[src/rtl/nfe_pkg.sv]
// shared types, character codes and helper functions for the nmea field extractor
`default_nettype none
package nfe_pkg;

  localparam logic [7:0] CH_DOLLAR = 8'h24;
  localparam logic [7:0] CH_COMMA  = 8'h2C;
  localparam logic [7:0] CH_DOT    = 8'h2E;
  localparam logic [7:0] CH_ZERO   = 8'h30;
  localparam logic [7:0] CH_NINE   = 8'h39;
  localparam logic [7:0] CH_A      = 8'h41;
  localparam logic [7:0] CH_C      = 8'h43;
  localparam logic [7:0] CH_G      = 8'h47;
  localparam logic [7:0] CH_M      = 8'h4D;
  localparam logic [7:0] CH_R      = 8'h52;
  localparam logic [7:0] CH_NUL    = 8'h00;

  localparam logic [2:0] SEL_SATS     = 3'd0;
  localparam logic [2:0] SEL_SPEED    = 3'd1;
  localparam logic [2:0] SEL_DATE     = 3'd2;
  localparam logic [2:0] SEL_TIME     = 3'd3;
  localparam logic [2:0] SEL_POSITION = 3'd4;
  localparam logic [2:0] SEL_HEIGHT   = 3'd5;
  localparam logic [2:0] SEL_HEADING  = 3'd6;

  localparam logic CFG_FIELD_SELECT = 1'b0;
  localparam logic CFG_HOUR_OFFSET  = 1'b1;

  localparam logic [4:0] HOUR_OFFSET_RESET = 5'd8;
  localparam logic [7:0] HOURS_PER_DAY     = 8'd24;

  localparam int unsigned FIFO_DEPTH = 2;
  localparam int unsigned FIFO_PTR_W = $clog2(FIFO_DEPTH);
  localparam int unsigned FIFO_CNT_W = $clog2(FIFO_DEPTH + 1);

  // one queue entry: the one or two characters one byte produces
  typedef struct packed {
    logic [7:0] c0;
    logic       l0;
    logic       two;
    logic [7:0] c1;
    logic       l1;
  } nfe_entry_t;

  typedef struct packed {
    logic       push;
    nfe_entry_t entry;
  } nfe_push_t;

  function automatic logic is_digit(input logic [7:0] c);
    return (c >= CH_ZERO) && (c <= CH_NINE);
  endfunction

  // two hour digit characters plus offset, mod 24, back to two characters
  function automatic logic [15:0] hour_adjust(input logic [7:0] tens_c,
                                              input logic [7:0] ones_c,
                                              input logic [4:0] ofs);
    logic [7:0] h;
    logic [7:0] t;
    logic [7:0] o;
    h = {1'b0, tens_c[3:0], 3'b000} + {3'b000, tens_c[3:0], 1'b0}
        + {4'h0, ones_c[3:0]} + {3'b000, ofs};
    // for digit characters the sum is at most 130, so one subtraction of a multiple of 24 suffices
    if (h >= 8'd120) begin
      h = h - 8'd120;
    end else if (h >= 8'd96) begin
      h = h - 8'd96;
    end else if (h >= 8'd72) begin
      h = h - 8'd72;
    end else if (h >= 8'd48) begin
      h = h - 8'd48;
    end else if (h >= HOURS_PER_DAY) begin
      h = h - HOURS_PER_DAY;
    end
    if (h >= 8'd20) begin
      t = 8'd2;
      o = h - 8'd20;
    end else if (h >= 8'd10) begin
      t = 8'd1;
      o = h - 8'd10;
    end else begin
      t = 8'd0;
      o = h;
    end
    return {CH_ZERO + t, CH_ZERO + o};
  endfunction

endpackage
`default_nettype wire

[src/rtl/nfe_front.sv]
// front end: configuration, sentence tracking and per-byte character generation
`default_nettype none
module nfe_front (
  input  wire logic               clk,
  input  wire logic               rst_n,
  input  wire logic               cfg_we,
  input  wire logic               cfg_index,
  input  wire logic [4:0]         cfg_data,
  input  wire logic               in_valid,
  output logic                    in_ready,
  input  wire logic [7:0]         in_rx_byte,
  input  wire logic               q_full,
  output nfe_pkg::nfe_push_t      q_push
);
  import nfe_pkg::*;

  logic [2:0] sel_r;
  logic [4:0] ofs_r;
  logic       in_sent_r, in_sent_nxt;
  logic [2:0] hpos_r, hpos_nxt;
  logic [7:0] type_r [3];
  logic [7:0] type_nxt [3];
  logic [3:0] ccnt_r, ccnt_nxt;
  logic       sv_r, sv_nxt;
  logic [3:0] fci_r, fci_nxt;
  logic [7:0] held_r, held_nxt;
  logic       done_r, done_nxt;
  logic       open_r, open_nxt;

  logic       accept;
  logic       comma;
  logic       gga, rmc;
  logic [1:0] n;
  logic [7:0] c0, c1;
  logic       l0, l1;
  logic [3:0] k;
  logic [15:0] hr;

  assign in_ready = !q_full;
  assign accept   = in_valid && in_ready;
  assign comma    = (in_rx_byte == CH_COMMA);
  assign hr       = hour_adjust(held_r, in_rx_byte, ofs_r);

  always_comb begin
    in_sent_nxt = in_sent_r;
    hpos_nxt    = hpos_r;
    for (int i = 0; i < 3; i++) begin
      type_nxt[i] = type_r[i];
    end
    ccnt_nxt = ccnt_r;
    sv_nxt   = sv_r;
    fci_nxt  = fci_r;
    held_nxt = held_r;
    done_nxt = done_r;
    open_nxt = open_r;
    n  = 2'd0;
    c0 = CH_NUL;
    l0 = 1'b0;
    c1 = CH_NUL;
    l1 = 1'b0;
    k  = 4'd2;
    gga = 1'b0;
    rmc = 1'b0;

    if (in_rx_byte == CH_DOLLAR) begin
      if (open_r && !done_r) begin
        n  = 2'd1;
        c0 = CH_NUL;
        l0 = 1'b1;
      end
      in_sent_nxt = 1'b1;
      hpos_nxt    = 3'd1;
      for (int i = 0; i < 3; i++) begin
        type_nxt[i] = 8'h00;
      end
      ccnt_nxt = 4'd0;
      sv_nxt   = 1'b0;
      fci_nxt  = 4'd0;
      held_nxt = 8'h00;
      done_nxt = 1'b0;
      open_nxt = 1'b0;
    end else if (in_sent_r) begin
      // header letters
      if (hpos_r == 3'd3) type_nxt[0] = in_rx_byte;
      if (hpos_r == 3'd4) type_nxt[1] = in_rx_byte;
      if (hpos_r == 3'd5) type_nxt[2] = in_rx_byte;
      if (hpos_r < 3'd7) hpos_nxt = hpos_r + 3'd1;

      gga = (type_nxt[0] == CH_G) && (type_nxt[1] == CH_G) && (type_nxt[2] == CH_A);
      rmc = (type_nxt[0] == CH_R) && (type_nxt[1] == CH_M) && (type_nxt[2] == CH_C);

      // status check on the first byte of a field
      if (fci_r == 4'd0) begin
        if ((sel_r == SEL_SPEED || sel_r == SEL_DATE || sel_r == SEL_HEADING)
            && ccnt_r == 4'd2) begin
          sv_nxt = rmc && (in_rx_byte == CH_A);
        end else if ((sel_r == SEL_SATS || sel_r == SEL_POSITION || sel_r == SEL_HEIGHT)
                     && ccnt_r == 4'd1) begin
          sv_nxt = gga && !comma;
        end else if (sel_r == SEL_TIME && ccnt_r == 4'd1) begin
          sv_nxt = (gga || rmc) && !comma;
        end
      end

      if (sv_nxt && !done_r) begin
        unique case (sel_r)
          SEL_SATS, SEL_SPEED, SEL_DATE, SEL_HEADING: begin
            if ((ccnt_r == 4'd7 && (sel_r == SEL_SATS || sel_r == SEL_SPEED))
                || (ccnt_r == 4'd9 && sel_r == SEL_DATE)
                || (ccnt_r == 4'd8 && sel_r == SEL_HEADING)) begin
              n  = 2'd1;
              c0 = comma ? CH_NUL : in_rx_byte;
              l0 = comma;
            end
          end
          SEL_TIME: begin
            if (ccnt_r == 4'd1) begin
              if (comma) begin
                if (fci_r == 4'd1) begin
                  n  = 2'd2;
                  c0 = held_r;
                  l0 = 1'b0;
                  c1 = CH_NUL;
                  l1 = 1'b1;
                end else begin
                  n  = 2'd1;
                  c0 = CH_NUL;
                  l0 = 1'b1;
                end
              end else if (fci_r == 4'd0) begin
                held_nxt = in_rx_byte;
              end else if (fci_r == 4'd1) begin
                n = 2'd2;
                if (is_digit(held_r) && is_digit(in_rx_byte)) begin
                  c0 = hr[15:8];
                  c1 = hr[7:0];
                end else begin
                  c0 = held_r;
                  c1 = in_rx_byte;
                end
              end else begin
                n  = 2'd1;
                c0 = in_rx_byte;
              end
            end
          end
          SEL_POSITION: begin
            if ((ccnt_r == 4'd2 || ccnt_r == 4'd4) && !comma) begin
              k = (ccnt_r == 4'd2) ? 4'd2 : 4'd3;
              n = 2'd1;
              if (fci_r < k) begin
                c0 = in_rx_byte;
              end else if (fci_r == k) begin
                c0       = CH_DOT;
                held_nxt = in_rx_byte;
              end else if (fci_r == k + 4'd1) begin
                c0       = held_r;
                held_nxt = in_rx_byte;
              end else if (fci_r == k + 4'd2) begin
                c0 = held_r;
              end else begin
                c0 = in_rx_byte;
              end
            end else if (ccnt_r == 4'd3 && fci_r == 4'd0) begin
              n  = 2'd1;
              c0 = in_rx_byte;
            end else if (ccnt_r == 4'd5 && fci_r == 4'd0) begin
              n  = 2'd2;
              c0 = in_rx_byte;
              c1 = CH_NUL;
              l1 = 1'b1;
            end
          end
          SEL_HEIGHT: begin
            if (ccnt_r == 4'd9 && !comma) begin
              n  = 2'd1;
              c0 = in_rx_byte;
            end else if (ccnt_r == 4'd10 && fci_r == 4'd0) begin
              n  = 2'd2;
              c0 = in_rx_byte;
              c1 = CH_NUL;
              l1 = 1'b1;
            end
          end
          default: begin
          end
        endcase
      end

      // record tracking follows the last character produced
      if (n == 2'd1) begin
        done_nxt = l0 ? 1'b1 : done_r;
        open_nxt = !l0;
      end else if (n == 2'd2) begin
        done_nxt = l1 ? 1'b1 : done_r;
        open_nxt = !l1;
      end

      if (comma) begin
        if (ccnt_r != 4'd15) ccnt_nxt = ccnt_r + 4'd1;
        fci_nxt = 4'd0;
      end else if (fci_r != 4'd15) begin
        fci_nxt = fci_r + 4'd1;
      end
    end
  end

  assign q_push.push     = accept && (n != 2'd0);
  assign q_push.entry.c0 = c0;
  assign q_push.entry.l0 = l0;
  assign q_push.entry.two = (n == 2'd2);
  assign q_push.entry.c1 = c1;
  assign q_push.entry.l1 = l1;

  always_ff @(posedge clk) begin
    if (!rst_n) begin
      sel_r     <= SEL_SATS;
      ofs_r     <= HOUR_OFFSET_RESET;
      in_sent_r <= 1'b0;
      hpos_r    <= 3'd0;
      for (int i = 0; i < 3; i++) begin
        type_r[i] <= 8'h00;
      end
      ccnt_r <= 4'd0;
      sv_r   <= 1'b0;
      fci_r  <= 4'd0;
      held_r <= 8'h00;
      done_r <= 1'b0;
      open_r <= 1'b0;
    end else begin
      if (cfg_we) begin
        if (cfg_index == CFG_FIELD_SELECT) sel_r <= cfg_data[2:0];
        if (cfg_index == CFG_HOUR_OFFSET) ofs_r <= cfg_data;
      end
      if (accept) begin
        in_sent_r <= in_sent_nxt;
        hpos_r    <= hpos_nxt;
        for (int i = 0; i < 3; i++) begin
          type_r[i] <= type_nxt[i];
        end
        ccnt_r <= ccnt_nxt;
        sv_r   <= sv_nxt;
        fci_r  <= fci_nxt;
        held_r <= held_nxt;
        done_r <= done_nxt;
        open_r <= open_nxt;
      end
    end
  end

endmodule
`default_nettype wire

[src/rtl/nfe_fifo.sv]
// short queue of generated character pairs between front and back end
`default_nettype none
module nfe_fifo (
  input  wire logic               clk,
  input  wire logic               rst_n,
  input  nfe_pkg::nfe_push_t      q_push,
  output logic                    q_full,
  output logic                    q_empty,
  output nfe_pkg::nfe_entry_t     q_head,
  input  wire logic               q_pop
);
  import nfe_pkg::*;

  nfe_entry_t                mem_r [FIFO_DEPTH];
  logic [FIFO_PTR_W-1:0]     wr_r, wr_nxt;
  logic [FIFO_PTR_W-1:0]     rd_r, rd_nxt;
  logic [FIFO_CNT_W-1:0]     cnt_r, cnt_nxt;
  logic                      do_push, do_pop;

  assign q_full  = (cnt_r == FIFO_CNT_W'(FIFO_DEPTH));
  assign q_empty = (cnt_r == '0);
  assign q_head  = mem_r[rd_r];
  assign do_push = q_push.push && !q_full;
  assign do_pop  = q_pop && !q_empty;

  always_comb begin
    wr_nxt  = wr_r;
    rd_nxt  = rd_r;
    cnt_nxt = cnt_r;
    if (do_push) begin
      wr_nxt = (wr_r == FIFO_PTR_W'(FIFO_DEPTH - 1)) ? '0 : wr_r + 1'b1;
    end
    if (do_pop) begin
      rd_nxt = (rd_r == FIFO_PTR_W'(FIFO_DEPTH - 1)) ? '0 : rd_r + 1'b1;
    end
    if (do_push && !do_pop) begin
      cnt_nxt = cnt_r + 1'b1;
    end else if (do_pop && !do_push) begin
      cnt_nxt = cnt_r - 1'b1;
    end
  end

  always_ff @(posedge clk) begin
    if (!rst_n) begin
      wr_r  <= '0;
      rd_r  <= '0;
      cnt_r <= '0;
    end else begin
      wr_r  <= wr_nxt;
      rd_r  <= rd_nxt;
      cnt_r <= cnt_nxt;
    end
  end

  always_ff @(posedge clk) begin
    if (do_push) begin
      mem_r[wr_r] <= q_push.entry;
    end
  end

endmodule
`default_nettype wire

[src/rtl/nfe_back.sv]
// back end: unpacks queue entries into single characters on the output register
`default_nettype none
module nfe_back (
  input  wire logic               clk,
  input  wire logic               rst_n,
  input  wire logic               q_empty,
  input  nfe_pkg::nfe_entry_t     q_head,
  output logic                    q_pop,
  output logic                    out_valid,
  input  wire logic               out_ready,
  output logic [7:0]              out_char,
  output logic                    out_last
);
  import nfe_pkg::*;

  logic       vld_r, vld_nxt;
  logic [7:0] char_r, char_nxt;
  logic       last_r, last_nxt;
  logic       sec_vld_r, sec_vld_nxt;
  logic [7:0] sec_char_r, sec_char_nxt;
  logic       sec_last_r, sec_last_nxt;
  logic       slot_free;

  assign slot_free = !vld_r || out_ready;
  assign q_pop     = slot_free && !sec_vld_r && !q_empty;

  always_comb begin
    vld_nxt      = vld_r;
    char_nxt     = char_r;
    last_nxt     = last_r;
    sec_vld_nxt  = sec_vld_r;
    sec_char_nxt = sec_char_r;
    sec_last_nxt = sec_last_r;
    if (slot_free) begin
      if (sec_vld_r) begin
        vld_nxt     = 1'b1;
        char_nxt    = sec_char_r;
        last_nxt    = sec_last_r;
        sec_vld_nxt = 1'b0;
      end else if (!q_empty) begin
        vld_nxt      = 1'b1;
        char_nxt     = q_head.c0;
        last_nxt     = q_head.l0;
        sec_vld_nxt  = q_head.two;
        sec_char_nxt = q_head.c1;
        sec_last_nxt = q_head.l1;
      end else begin
        vld_nxt = 1'b0;
      end
    end
  end

  always_ff @(posedge clk) begin
    if (!rst_n) begin
      vld_r     <= 1'b0;
      sec_vld_r <= 1'b0;
    end else begin
      vld_r     <= vld_nxt;
      sec_vld_r <= sec_vld_nxt;
    end
    char_r     <= char_nxt;
    last_r     <= last_nxt;
    sec_char_r <= sec_char_nxt;
    sec_last_r <= sec_last_nxt;
  end

  assign out_valid = vld_r;
  assign out_char  = char_r;
  assign out_last  = last_r;

endmodule
`default_nettype wire

[src/rtl/nmea_field_extractor.sv]
// top level of the nmea field extractor: front end, queue and back end
// Usage:
//   in_valid/in_ready/in_rx_byte carry the received character stream, one
//   character per request. out_valid/out_ready/out_char/out_last deliver the
//   extracted record characters; the zero byte that ends a record has
//   out_last high. cfg_we/cfg_index/cfg_data write field_select (index 0)
//   and hour_offset (index 1) while the block is idle.
//   Throughput: one input character per cycle while the queue is not full.
//   A character that yields two output characters holds the single output
//   register for both in turn, so sustained input rate follows output
//   bandwidth when records run dense. An accepted character goes to the
//   queue, then to the output register, its second after the first is taken.
//   A two-entry queue between the parser and the output stage absorbs
//   receiver stalls; in_ready drops only when the queue is full.
//   Reset: synchronous, active low; clears the parser state, empties the
//   queue and output register, and sets field_select 0 and hour_offset 8.
`default_nettype none
module nmea_field_extractor (
  input  wire logic       clk,
  input  wire logic       rst_n,
  input  wire logic       cfg_we,
  input  wire logic       cfg_index,
  input  wire logic [4:0] cfg_data,
  input  wire logic       in_valid,
  output logic            in_ready,
  input  wire logic [7:0] in_rx_byte,
  output logic            out_valid,
  input  wire logic       out_ready,
  output logic [7:0]      out_char,
  output logic            out_last
);
  import nfe_pkg::*;

  nfe_push_t  q_push;
  nfe_entry_t q_head;
  logic       q_full;
  logic       q_empty;
  logic       q_pop;

  nfe_front u_front (
    .clk        (clk),
    .rst_n      (rst_n),
    .cfg_we     (cfg_we),
    .cfg_index  (cfg_index),
    .cfg_data   (cfg_data),
    .in_valid   (in_valid),
    .in_ready   (in_ready),
    .in_rx_byte (in_rx_byte),
    .q_full     (q_full),
    .q_push     (q_push)
  );

  nfe_fifo u_fifo (
    .clk     (clk),
    .rst_n   (rst_n),
    .q_push  (q_push),
    .q_full  (q_full),
    .q_empty (q_empty),
    .q_head  (q_head),
    .q_pop   (q_pop)
  );

  nfe_back u_back (
    .clk       (clk),
    .rst_n     (rst_n),
    .q_empty   (q_empty),
    .q_head    (q_head),
    .q_pop     (q_pop),
    .out_valid (out_valid),
    .out_ready (out_ready),
    .out_char  (out_char),
    .out_last  (out_last)
  );

endmodule
`default_nettype wire
[config.mk]
export PLATFORM = sky130hd
export DESIGN_NAME = nmea_field_extractor
export DESIGN_NICKNAME = d
export VERILOG_FILES = /design/src/rtl/nfe_pkg.sv /design/src/rtl/nfe_front.sv /design/src/rtl/nfe_fifo.sv /design/src/rtl/nfe_back.sv /design/src/rtl/nmea_field_extractor.sv
export SDC_FILE = /design/constraint.sdc
export NUM_CORES = 1
export LEC_CHECK = 0
export BUFFER_PORTS_ARGS = -buffer_cell sky130_fd_sc_hd__buf_2
export CORE_ASPECT_RATIO = 2
export CORE_MARGIN = 5
export CORE_UTILIZATION = 55
export CTS_BUF_LIST = sky130_fd_sc_hd__clkbuf_8
export DETAILED_ROUTE_END_ITERATION = 16
export PLACE_DENSITY_LB_ADDON = 0.25
export SETUP_SLACK_MARGIN = 0.02
export SLEW_MARGIN = 10
export SYNTH_ARGS = -nofsm -noshare
export SYNTH_HDL_FRONTEND = slang
export SYNTH_HIERARCHICAL = 1
export SYNTH_SLANG_ARGS = --single-unit
[constraint.sdc]
create_clock -name clk -period 9 [get_ports clk]
set_clock_uncertainty 0.15 [all_clocks]
set_input_delay 0.45 -clock clk [delete_from_list [all_inputs] [get_ports clk]]
set_output_delay 0.45 -clock clk [all_outputs]
set_load 0.05 [all_outputs]
==> results.tsv <==
stage	metric	value	unit
pwr	ir_worst_vdd	0.000102	V
global_routing	antenna_found_initial	0	
pwr	power-per-cell-area	150	mW/mm2
sta	tightest_slew	1.10	ns
clock_tree	clk_latency	0.43	ns
yosys	yosys.area_share.simple	18.9	%
global_routing	grt_pass1_wl	33.9	mm
hold_path	min_path_type	in2reg	
detailed_routing	vias	6578	
clock_tree	tritoncts	yes	
yosys	synth.most_common_cell	nand2_1	
run	drv_cap	0	
clock_tree	ctsResizeCount	0	
cells_and_area	diodes	0	
yosys	synth_fp_nets	892	
setup_path	crit_slowest_cell	xnor2_1	
floorplan	rows	61	
floorplan	ioPinCount	30	
setup_path	worstSetupPathType	in2reg	
yosys	synth_seq_area_share	40.4	%
setup_path	r2r_cells	27	
setup_path	critical_path_arrival	7.27	ns
pwr	power.internal	0.867	mW
clock_tree	h-tree-depth	4	
placement	gp_congestion	1.04	
global_routing	grt-ovfl-total	0	
clock_tree	cts_inserted_buffers	17	
pwr	switching_share	32.0	%
floorplan	dieWidth	94.4	um
detailed_routing	via_per_inst	6.29	
placement	port_buffers	29	
sta	tns	0	ns
cells_and_area	num-nets-final	912	
setup_path	critPathCaptureType	flip-flop	
pwr	total_power	1.27	mW
clock_tree	post_cts.repair.setup_buffers	0	
cells_and_area	drive_gt1_share	14.0	%
hold_path	min_path_cells	3	
pwr	power.switching	0.407	mW
yosys	synth_top_cell_by_area	edfxtp_1	
yosys	async_reset_ff_share	0	%
detailed_routing	drt_iter0_markers	529	
sta	final.hold.worst_slack	0.109	ns
pwr	leakage	3.11	nW
setup_path	required	9.01	ns
pwr	power_frac_clock	36.8	%
clock_tree	cts_root_buf	clkbuf_8	
clock_tree	cts_sinks	118	
floorplan	die-area	0.0169	mm2
floorplan	die_h	179	um
sta	setup_violations	0	
yosys	synth-main-ff-cell	edfxtp_1	
yosys	synth_compound_area_share	18.0	%
placement	dp.cells	1013	
clock_tree	clock_path_buffers	2	
setup_path	start_kind	input pin	
setup_path	path_max_fanout	14	
sta	fmax	0.138	GHz
yosys	ys_warn_count	6	
sta	slew_headroom	26.6	%
yosys	ys_top_cells_by_count	87 x nand2_1, 80 x edfxtp_1, 57 x nor2_1	
yosys	yosysUniqueCellTypes	86	
floorplan	core_area	0.0140	mm2
yosys	synth.area.mux_share	7.24	%
sta	slew_viol_final	0	
cells_and_area	instances_no_fill	1045	
outcome	status	complete, no violations	
detailed_routing	wl_per_cell	21.0	um
clock_tree	ctsHoldBuffers	0	
sta	hold_viol_final	0	
cells_and_area	final_core_utilization	60.6	%
setup_path	r2r_slack	1.77	ns
global_routing	grt_pass1_vias	6539	
yosys	syn_inst	823	
yosys	synth_area_leaders	edfxtp_1 31%, dfxtp_1 9.7%, ha_1 7.0%, mux2_2 4.2%, nand2_1 4.2%	
detailed_routing	ant_nets	0	
yosys	synth_xor_area_share	2.21	%
setup_path	cp.depth	28	
placement	dpl.hpwl	16.6	mm
detailed_routing	finalWirelength	22.0	mm
detailed_routing	first_pass_iters	6	
clock_tree	clk_pin_slew	0.08	ns
global_routing	grt_max_degree	41	
sta	fin_crit	7.26	ns
sta	grt_setup_unrepaired	no	
cells_and_area	areaGrowthSynthToFinish	8.23	%
pwr	p_comb_share	17.2	%
floorplan	start_util	56.0	%
yosys	yosys.area.top_type_share	30.7	%
yosys	synth_top_family_by_area	simple AND/OR/NAND/NOR gates	
setup_path	cp_top_family	compound AO/OA/AOI/OAI gates	
yosys	synthesis.area	0.00783	mm2
global_routing	gr-usage-all-layers	26.8	%
cells_and_area	fillers	1211	
yosys	yosys.area_share.adder	8.57	%
detailed_routing	post-route-drc-count	0	
yosys	syn_avg_cell_area	9.51	um2
sta	fin_crit_sh	80.7	%
setup_path	critPathBufInv	5	
pwr	power_frac_seq	46.0	%
yosys	synth-edff-count	80	
setup_path	cpPeakStageDelay	0.58	ns
yosys	ys_ff_latch	118	
## worst min-delay path, stage by stage
cell and delay [ns]:
buf_2 0.08, nand3_1 0.05, nand3_1 0.07
## kinds of logic (layout without fill, tap and decap cells)
family / count (synthesis) / in the layout
xor gates and xnor gates: 16 / 16
adders and majority gates: 50 / 50
AOI/OAI and AO/OA: 205 / 205
DFF: 118 / 118
buffers and inverters: 84 / 117
and+or+nand+nor: 297 / 297
muxes: 53 / 53
## cell usage in the layout, fill, tap and decap left out, types with 3 or more instances in the layout
cell / count
a211o_1: 4
a211oi_1: 7
a21boi_0: 12
a21o_1: 8
a21oi_1: 55
a221o_1: 3
a22oi_1: 7
a31oi_1: 13
a32oi_1: 5
and2_1: 17
and3_1: 10
buf_2: 29
buf_4: 7
clkbuf_8: 17
clkinv_4: 3
dfxtp_1: 38
edfxtp_1: 80
fa_1: 6
ha_1: 44
inv_1: 47
inv_6: 6
inv_8: 3
mux2_2: 29
mux2i_1: 24
nand2_1: 87
nand2b_1: 10
nand3_1: 31
nand4_1: 15
nor2_1: 57
nor2b_1: 22
nor3_1: 16
nor4_1: 6
nor4b_1: 3
o211ai_1: 6
o21a_1: 3
o21ai_0: 41
o31a_1: 4
or3_1: 6
xnor2_1: 10
xor2_1: 4
## final timing paths
kind,start,end
min,cfg_data[3],u_front/ofs_r[3]
max,in_rx_byte[3],u_fifo/mem_r[0][7]
min reg2reg,u_front/ofs_r[4],u_front/ofs_r[4]
max reg2reg,u_front/held_r[0],u_fifo/mem_r[0][7]
## per-stage QoR
stage               area (um2)  setup WS, ns
floorplan                 7830          2.40
global placement          8090          1.66
detailed placement        8090          1.41
CTS                       8470          1.84
global route              8470          1.35
finish                    8470          1.74
## power groups by stage
stage | Clock (mW) | Combinational, mW | Sequential, mW
after floorplan | 0 | 0.155 | 0.596
after global placement | 0 | 0.209 | 0.598
after detailed placement | 0 | 0.212 | 0.599
after CTS | 0.480 | 0.214 | 0.586
after global routing | 0.506 | 0.234 | 0.587
final | 0.469 | 0.219 | 0.586
## per-layer routing
layer	global-route usage (%)	vias to the layer above	share of wire [%]
met5	0	-	0
met1	25.0	3115	33
met2	50.4	283	54
li1	-	3077	-
met3	4.33	103	4.8
met4	20.0	0	8.4
## cell type report
cell class	instances	area, um2	area share, %
inverter	49	189	2.23
tap	189	236	2.79
clock inverter	15	151	1.79
multi-input combinational	621	4300	50.8
sequential	118	3160	37.3
timing repair buffer	36	198	2.33
clock buffer	17	234	2.76
## sequential cells by signal (all words and copies together), names as in the netlist, 2 cells and up, named ones only
signal	cells
u_front/ofs_r	5
u_front/fci_r	4
u_front/hpos_r	3
u_back/out_char	8
u_front/type_r	24
u_front/sel_r	3
u_fifo/mem_r	38
u_back/sec_char_r	8
u_front/ccnt_r	4
u_front/held_r	8
u_fifo/cnt_r	2
(Power assumes the default switching activity.)
